### config.mk
export PLATFORM = sky130hd
export DESIGN_NAME = remote_power_key_fsm
export DESIGN_NICKNAME = d
export VERILOG_FILES = /design/src/rpk_pkg.sv /design/src/rpk_core.sv /design/src/remote_power_key_fsm.sv
export SDC_FILE = /design/constraint.sdc
export NUM_CORES = 1
export LEC_CHECK = 0
export BUFFER_PORTS_ARGS = -buffer_cell sky130_fd_sc_hd__clkbuf_2
export CORE_ASPECT_RATIO = 1.1
export CORE_MARGIN = 2
export CORE_UTILIZATION = 50
export CTS_CLUSTER_SIZE = 8
export DETAILED_ROUTE_END_ITERATION = 16
export PLACE_DENSITY_LB_ADDON = 0.08
export SETUP_SLACK_MARGIN = 0.02
export SYNTH_ARGS = -nofsm -noshare
export SYNTH_HDL_FRONTEND = slang
export SYNTH_SLANG_ARGS = --single-unit
### constraint.sdc
create_clock -name clk -period 10.3 [get_ports clk]
set_input_delay 0.515 -clock clk [delete_from_list [all_inputs] [get_ports clk]]
set_output_delay 0.515 -clock clk [all_outputs]
set_load 0.05 [all_outputs]
### src/rpk_pkg.sv
// ----------------------------------------------------------------------------
// rpk_pkg
// shared types, codes and flag helpers for the remote power key controller
// ----------------------------------------------------------------------------
`default_nettype none

package rpk_pkg;

  localparam int unsigned LongPressW     = 16;
  localparam int unsigned TimeW          = 32;
  localparam logic [LongPressW-1:0] LongPressReset = 16'd1000;

  // switch position codes
  localparam logic [1:0] PosCenter = 2'd0;
  localparam logic [1:0] PosHigh   = 2'd1;
  localparam logic [1:0] PosLow    = 2'd2;

  typedef enum logic [2:0] {
    ST_OFF      = 3'd0,
    ST_ON       = 3'd1,
    ST_ON_REQ   = 3'd2,
    ST_DOWN_REQ = 3'd3,
    ST_REJECTED = 3'd4,
    ST_PROTECT  = 3'd5
  } pwr_state_t;

  typedef enum logic [1:0] {
    DG_OK     = 2'd0,
    DG_REJECT = 2'd1,
    DG_CLASSA = 2'd2,
    DG_STOP   = 2'd3
  } diag_t;

  typedef struct packed {
    logic [1:0]       power_position;
    logic [TimeW-1:0] now_ms;
    logic [7:0]       power_on_flags;
    logic [3:0]       power_down_flags;
  } rpk_in_t;

  typedef struct packed {
    logic [2:0] power_state;
    logic [7:0] block_mask;
    logic       hv_enable_request;
    logic       hv_disable_request;
    logic       orderly_shutdown;
    logic       req_refused;
    logic [1:0] diagnostic_code;
  } rpk_out_t;

  typedef struct packed {
    pwr_state_t       cur_state;
    logic [1:0]       held_position;
    logic [TimeW-1:0] hold_start_ms;
    logic             enable_latch;
    diag_t            last_diag;
  } rpk_state_t;

  // checks 0-4 and 7 fail when clear, estop and class-a fail when set
  function automatic logic [7:0] fail_mask(input logic [7:0] f);
    fail_mask = ((~f) & 8'h9F) | (f & 8'h60);
  endfunction

  function automatic logic down_ok(input logic [7:0] on_f, input logic [3:0] dn_f);
    down_ok = on_f[0] & on_f[1] & dn_f[0] & dn_f[1] & ~dn_f[2] & ~dn_f[3] & ~on_f[5];
  endfunction

endpackage

`default_nettype wire

### src/rpk_core.sv
// ----------------------------------------------------------------------------
// rpk_core
// one update of the power key state machine: next state and result word
// ----------------------------------------------------------------------------
`default_nettype none

module rpk_core (
  input  rpk_pkg::rpk_in_t                      item,
  input  rpk_pkg::rpk_state_t                   st,
  input  logic [rpk_pkg::LongPressW-1:0]        long_press_ms,
  output rpk_pkg::rpk_state_t                   st_next,
  output rpk_pkg::rpk_out_t                     result
);
  import rpk_pkg::*;

  logic [7:0]       mask;
  logic             protect_hit;
  logic             pos_active;
  logic             pos_new;
  logic [TimeW-1:0] elapsed;
  logic             hold_short;
  logic             high_ok;
  logic             dn_ok;

  assign mask        = fail_mask(item.power_on_flags);
  assign protect_hit = item.power_on_flags[5] | item.power_on_flags[6];
  assign pos_active  = (item.power_position == PosHigh) || (item.power_position == PosLow);
  assign pos_new     = item.power_position != st.held_position;
  assign elapsed     = item.now_ms - st.hold_start_ms;
  assign hold_short  = elapsed < {{(TimeW-LongPressW){1'b0}}, long_press_ms};
  assign high_ok     = st.enable_latch | (mask == 8'h00);
  assign dn_ok       = down_ok(item.power_on_flags, item.power_down_flags);

  // next state
  always_comb begin
    st_next = st;
    if (protect_hit) begin
      st_next.cur_state = ST_PROTECT;
      st_next.last_diag = item.power_on_flags[6] ? DG_CLASSA : DG_STOP;
    end else if (!pos_active) begin
      st_next.held_position = item.power_position;
      st_next.hold_start_ms = item.now_ms;
      st_next.cur_state     = st.enable_latch ? ST_ON : ST_OFF;
      st_next.last_diag     = DG_OK;
    end else if (pos_new) begin
      st_next.held_position = item.power_position;
      st_next.hold_start_ms = item.now_ms;
    end else if (hold_short) begin
      st_next.cur_state = (item.power_position == PosHigh) ? ST_ON_REQ : ST_DOWN_REQ;
    end else if (item.power_position == PosHigh) begin
      if (high_ok) begin
        st_next.cur_state    = ST_ON;
        st_next.enable_latch = 1'b1;
        st_next.last_diag    = DG_OK;
      end else begin
        st_next.cur_state    = ST_REJECTED;
        st_next.enable_latch = 1'b0;
        st_next.last_diag    = DG_REJECT;
      end
    end else if (dn_ok) begin
      st_next.cur_state    = ST_OFF;
      st_next.enable_latch = 1'b0;
      st_next.last_diag    = DG_OK;
    end else begin
      st_next.cur_state = ST_REJECTED;
      st_next.last_diag = DG_REJECT;
    end
  end

  // result word
  always_comb begin
    logic acting;
    logic down_act;
    acting   = !protect_hit && pos_active && !pos_new && !hold_short;
    down_act = acting && (item.power_position == PosLow) && dn_ok;
    result.power_state        = st_next.cur_state;
    result.block_mask         = mask;
    result.hv_enable_request  = st_next.enable_latch;
    result.hv_disable_request = down_act;
    result.orderly_shutdown   = down_act;
    result.req_refused        = acting && ((item.power_position == PosHigh) ? !high_ok : !dn_ok);
    result.diagnostic_code    = st_next.last_diag;
  end

endmodule

`default_nettype wire

### src/remote_power_key_fsm.sv
// ----------------------------------------------------------------------------
// remote_power_key_fsm
// remote power switch long-press controller with high-voltage enable latch
// ----------------------------------------------------------------------------
// usage
//   in channel  : in_valid / in_ready / in_data, one switch update per word
//   out channel : out_valid / out_ready / out_data, exactly one result word
//                 per accepted update, in order
//   cfg channel : cfg_valid / cfg_ready / cfg_data writes long_press_ms;
//                 always ready, write it only while the block is idle
// timing
//   an update is captured in the input register, evaluated against the held
//   state by combinational logic and lands in the result register once that
//   register has room; out_valid rises when it does
//   throughput is one word per cycle while out_ready stays high; the only loop
//   is the state register feeding the combinational update logic
// reset
//   rst (synchronous) empties both registers, returns to off with centre held,
//   clears the enable latch and diagnostic, and loads long_press_ms = 1000
// stall
//   when out_ready is low the result waits in the output register, the
//   input register still takes one more word, then in_ready drops
// ----------------------------------------------------------------------------
`default_nettype none

module remote_power_key_fsm (
  input  logic                           clk,
  input  logic                           rst,
  input  logic                           cfg_valid,
  output logic                           cfg_ready,
  input  logic [rpk_pkg::LongPressW-1:0] cfg_data,
  input  logic                           in_valid,
  output logic                           in_ready,
  input  rpk_pkg::rpk_in_t               in_data,
  output logic                           out_valid,
  input  logic                           out_ready,
  output rpk_pkg::rpk_out_t              out_data
);
  import rpk_pkg::*;

  // configuration
  logic [LongPressW-1:0] long_press_ms;

  // input register
  rpk_in_t in_reg;
  logic    in_full;

  // machine state
  rpk_state_t st;
  rpk_state_t st_next;

  // result register
  rpk_out_t result;
  rpk_out_t out_reg;
  logic     out_full;

  logic advance;

  assign cfg_ready = 1'b1;

  // move a word from input register to result register when there is room
  assign advance   = in_full && (!out_full || out_ready);
  assign in_ready  = !in_full || advance;
  assign out_valid = out_full;
  assign out_data  = out_reg;

  always_ff @(posedge clk) begin
    if (rst) begin
      long_press_ms <= LongPressReset;
    end else if (cfg_valid && cfg_ready) begin
      long_press_ms <= cfg_data;
    end
  end

  always_ff @(posedge clk) begin
    if (rst) begin
      in_full <= 1'b0;
    end else if (in_valid && in_ready) begin
      in_full <= 1'b1;
    end else if (advance) begin
      in_full <= 1'b0;
    end
  end

  // payload, no reset needed
  always_ff @(posedge clk) begin
    if (in_valid && in_ready) begin
      in_reg <= in_data;
    end
  end

  rpk_core u_core (
    .item          (in_reg),
    .st            (st),
    .long_press_ms (long_press_ms),
    .st_next       (st_next),
    .result        (result)
  );

  // state only moves when the update is committed to the result register
  always_ff @(posedge clk) begin
    if (rst) begin
      st.cur_state     <= ST_OFF;
      st.held_position <= PosCenter;
      st.hold_start_ms <= '0;
      st.enable_latch  <= 1'b0;
      st.last_diag     <= DG_OK;
    end else if (advance) begin
      st <= st_next;
    end
  end

  always_ff @(posedge clk) begin
    if (rst) begin
      out_full <= 1'b0;
    end else if (advance) begin
      out_full <= 1'b1;
    end else if (out_ready) begin
      out_full <= 1'b0;
    end
  end

  always_ff @(posedge clk) begin
    if (advance) begin
      out_reg <= result;
    end
  end

endmodule

`default_nettype wire

# ---- Yosys cells after proc, flatten, opt, wreduce, memory -nomap -nowiden
# Cells that the tools add are included.
dict set report classes {
  n_addsub 1
  mul 0
  n_div 0
  n_lt_le_gt_ge 1
  n_eq_ne 4
  shift 0
  muxes 26
  n_bitwise 14
  reduce_logical 22
}
# op n
set ops {}
lappend ops {{37-bit 2-to-1 mux} 1}
lappend ops {{34-bit 2-to-1 mux} 1}
lappend ops {{32-bit by 16-bit less-than comparator with 1-bit output} 1}
lappend ops {{32-bit subtractor} 1}
lappend ops {{3-bit 2-to-1 mux} 10}
lappend ops {{1-bit 2-to-1 mux} 12}
lappend ops {{1-bit logical AND} 8}
lappend ops {{8-bit zero test} 1}
lappend ops {{8-bit inverter} 1}
lappend ops {{8-bit by 7-bit bitwise OR with 8-bit output} 1}
lappend ops {{1-bit zero test} 7}
lappend ops {{1-bit bitwise AND} 6}
lappend ops {{2-bit 2-to-1 mux} 2}
lappend ops {{1-bit inverter} 4}
lappend ops {{2-bit nonzero test} 2}
lappend ops {{1-bit logical OR} 3}
lappend ops {{3-bit AND reduction} 1}
lappend ops {{2-bit by 1-bit == test with 1-bit output, second input constant} 1}
lappend ops {{2-bit == test, second input constant} 1}
lappend ops {{2-bit inequality test} 1}
lappend ops {{2-bit inequality test, second input constant} 1}
lappend ops {{1-bit bitwise OR} 2}
dict set report word_totals {
  reg_bits 120
  latchBits 0
  ram_bits 0
  rom_bits 0
  output_inout_bits 20
  word_cells 86
  n_memories 0
}

# ---- Logic depth before layout (Yosys ltp)
dict set report logic_depth {
  ltp_word 12
  mapped_depth 21
  depth_no_buf 21
}

# ---- Modules after synthesis
# Synthesis repeated with hierarchy kept, for this count alone.
dict set report hier_totals {
  cells_unflattened 768
  area_unflattened_um2 7579.8
}
# mod instances cells_per_inst area_each_um2
set by_module_without_submodules {}
lappend by_module_without_submodules {remote_power_key_fsm 1 300 4399.2}
lappend by_module_without_submodules {rpk_core 1 468 3180.6}

# ---- Worst setup path after synthesis
# OpenSTA, ideal clock, no wires.
dict set report synth_path {
  kind {reg-to-reg}
  start {register in_reg[13] (netlist bit)}
  end {register out_reg, in the netlist out_data[5], data pin}
  t_arrival_ps 4091
  slack_ps 5953
  path_stages_with_launch 21
  cell_sequence {edfxtp_1 > ha_1 > nor2b_2 > o2111ai_1 > a211oi_2 > or2_1 > a21boi_0 > o21bai_1 > a21oi_1 > xnor2_1 > ha_1 > nand2_1 > o32a_1 > o211ai_1 > a211o_1 > nor4_1 > o2111ai_1 > nor4_2 > and4_2 > nor2_2 > a32o_1}
}
# item line
set synth_lines {}
lappend synth_lines {{start, declared} remote_power_key_fsm.sv:45} ;# rpk_in_t in_reg;
lappend synth_lines {{start signal, assigned} remote_power_key_fsm.sv:88} ;# in_reg <= in_data;
lappend synth_lines {{end signal, assigned} remote_power_key_fsm.sv:125} ;# out_reg <= result;
lappend synth_lines {{end, declared} remote_power_key_fsm.sv:54} ;# rpk_out_t out_reg;

==> results.json <==
{
  "status": "finished, final reports clean",
  "tightestPinTransition_ns": 1.14,
  "max-cap-violations": 0,
  "initial_core_util_pct": 50.6,
  "synth_top_cell_area_share_pct": 27.0,
  "diodes": 0,
  "r2r_cells": 20,
  "reg2reg_slack_ns": 5.53,
  "cts_buffers": 17,
  "critPathLaunch": "in_reg[13]",
  "p_int_uw": 965,
  "syn_area_um2": 6890,
  "clk_latency_ns": 0.42,
  "fmax_mhz": 210,
  "regArea_um2": 3020,
  "ys_ff_latch": 120,
  "postSynthAreaPerCell_um2": 9.13,
  "route.vias.total": 5583,
  "grt_max_degree": 55,
  "drv_slew": 0,
  "crit_fanout": 7,
  "timing.rr.end": "out_data[14]",
  "rsz0062_at_grt": "no",
  "wl_met3_um": 617,
  "drt_pass1_iterations": 6,
  "topRoutingLayerUsed": "met4",
  "finalSetupTns_ns": 0,
  "synth_edf_count": 62,
  "fin_nets": 941,
  "multi_input_area_um2": 3450,
  "worst_ep_arrival_time_ns": 4.93,
  "hold_ws_ns": 0.266,
  "largest_reg_flops": 46,
  "finalNonFillerCells": 1026,
  "crit_path_end": "out_data[14]",
  "rows": 45,
  "final_common_cell": "nand2_1",
  "track_usage_pct": 22.6,
  "hold_class": "in -> reg",
  "seq_power_share_pct": 40.4,
  "die_w_um": 116,
  "area_growth_pct": 15.8,
  "crit_type": "reg -> reg",
  "clkTransAtPathRegs_ns": 0.06,
  "post_cts_resized": 0,
  "h-tree-depth": 4,
  "slew_headroom_pct": 23.8,
  "met2WireLength_mm": 7.47,
  "postSynthCellCount": 755,
  "fillCellCount": 1243,
  "synth.net_count": 871,
  "final_cell_mix": "nand2_1, clkbuf_2, a21oi_1",
  "drive_gt1_share_pct": 17.7,
  "antenna_found_initial": 0,
  "post_cts_buffers": 0,
  "crit_required_ns": 10.46,
  "leakagePower_uw": 0.00314,
  "power.switching_uw": 368,
  "place_inst": 994,
  "grt-ovfl-total": 0,
  "port_buffers": 85,
  "ys.flop_type": "edfxtp_1",
  "powerDensity_nw_per_um2": 167,
  "wirelength_met1_mm": 7.23,
  "peakVddDrop_v": 0.0000987,
  "finish.utilization_pct": 58.6,
  "worstReg2RegStart": "in_reg[13]",
  "setup_viol": 0,
  "postRouteAntennaNets": 0,
  "cts_root_buf": "clkbuf_16",
  "worstHoldStart": "in_data[32]",
  "pin_count": 87,
  "yosysSeqAreaShare_pct": 43.8,
  "switching_share_pct": 27.6,
  "synthArstFlopShare_pct": 0,
  "cts.sinks": 120,
  "finalClockSkew_ns": 0.0102,
  "fp.coreArea_um2": 13600,
  "routed_wl_mm": 15.5,
  "place_hpwl_mm": 11.4,
  "hold_viol_final": 0,
  "drtIter0Drc": 391,
  "pwr-share-clk_pct": 44.4,
  "grt_pass1_vias": 5483,
  "avgViaCountPerCell": 5.44,
  "yosysWarnings": 0,
  "end_kind": "flip-flop",
  "min_period_over_period_pct": 46.3,
  "dieArea_um2": 14700,
  "grt_pass1_wl_mm": 26.3,
  "routedWlPerCell_um": 15.1,
  "synth_top_area_cell": "edfxtp_1",
  "pwr-share-comb_pct": 15.3,
  "cts_tree": "built",
  "gp_congestion": 0.883,
  "cp-start-kind": "flip-flop",
  "yosys-top-cells-area": "edfxtp_1, dfxtp_1, ha_1, nand2_1, a21oi_1",
  "period_needed_ns": 4.77,
  "fp.dieH_um": 127,
  "clockBufferDepth": 2,
  "postCtsHoldBufs": 0,
  "synth_cell_type_count": 74,
  "drc": 0
}
[area by class of cell]
| cell class | instances | area share (%) |
|---|---|---|
| timing repair buffer | 86 | 5.42 |
| clock inverter | 15 | 2.08 |
| sequential | 120 | 37.9 |
| clock buffer | 17 | 5.33 |
| tap | 188 | 2.95 |
| multi-input combinational | 533 | 43.2 |
| inverter | 67 | 3.15 |
[worst max-delay path, cell delays in order (launching register included)]
cell and delay (ns):
edfxtp_1 0.42, ha_1 0.30, nor2b_2 0.16, o2111ai_1 0.26, a211oi_2 0.18, or2_1 0.30
a21boi_0 0.30, o21bai_1 0.10, a21oi_1 0.18, xnor2_1 0.14, ha_1 0.28, nand2_1 0.08
o32a_1 0.14, o211ai_1 0.09, a211o_1 0.29, nor4_1 0.18, o2111ai_1 0.17, nor4_2 0.29
nand4_2 0.29, mux2i_1 0.31, nor2_1 0.07
[power groups by stage]
stage / Sequential (uW) / Clock [uW] / Combinational (uW)
after floorplan: 556 / 0 / 143
after global placement: 548 / 0 / 200
after detailed placement: 548 / 0 / 203
after CTS: 538 / 606 / 204
after global routing: 541 / 626 / 229
final: 538 / 591 / 203
[cells in the mapped netlist (8+ instances only)]
cell,instances
a21o_1,12
a21oi_1,77
buf_2,8
clkbuf_1,17
dfxtp_1,58
edfxtp_1,62
ha_1,48
inv_1,67
mux2i_1,13
nand2_1,117
nand3_1,12
nand4_1,9
nor2_1,51
nor3_1,12
o211ai_1,16
o21ai_0,24
o21ai_1,8
xnor2_1,16
xor2_1,9
[logic make-up after synthesis]
logic type	after synthesis	synth area share, %
xor gates and xnor gates	25	3.18
adders and majority gates	49	9.00
buffers and inverters	102	6.26
muxes	13	1.89
other	1	0.0544
DFF	120	43.8
and+or+nand+nor	244	16.2
AOI/OAI and AO/OA	201	19.6
[worst min path at each step]
stage / to / slack [ns] / depth (start not counted)
after floorplan: st[38] / 0.43 / 2
after global placement: st[23] / 0.44 / 2
after detailed placement: st[9] / 0.45 / 2
after CTS: in_reg[32] / 0.25 / 1
after global routing: in_reg[32] / 0.25 / 1
final: in_reg[32] / 0.27 / 1
[per-stage QoR]
step / power [uW] / area [um^2] / worst slack (ns)
global route: 1400 / 7980 / 5.03
global placement: 747 / 7390 / 5.67
finish: 1330 / 7980 / 5.53
detailed placement: 751 / 7390 / 5.57
floorplan: 699 / 6890 / 5.95
CTS: 1350 / 7980 / 5.52
[metal layers]
| metal | GRT usage [%] | vias to the layer above |
|---|---|---|
| met3 | 4.98 | 14 |
| met5 | 0 | - |
| li1 | - | 2833 |
| met1 | 30.0 | 2611 |
| met2 | 36.5 | 125 |
| met4 | 8.12 | 0 |
Power figures use the tool's default switching activity.
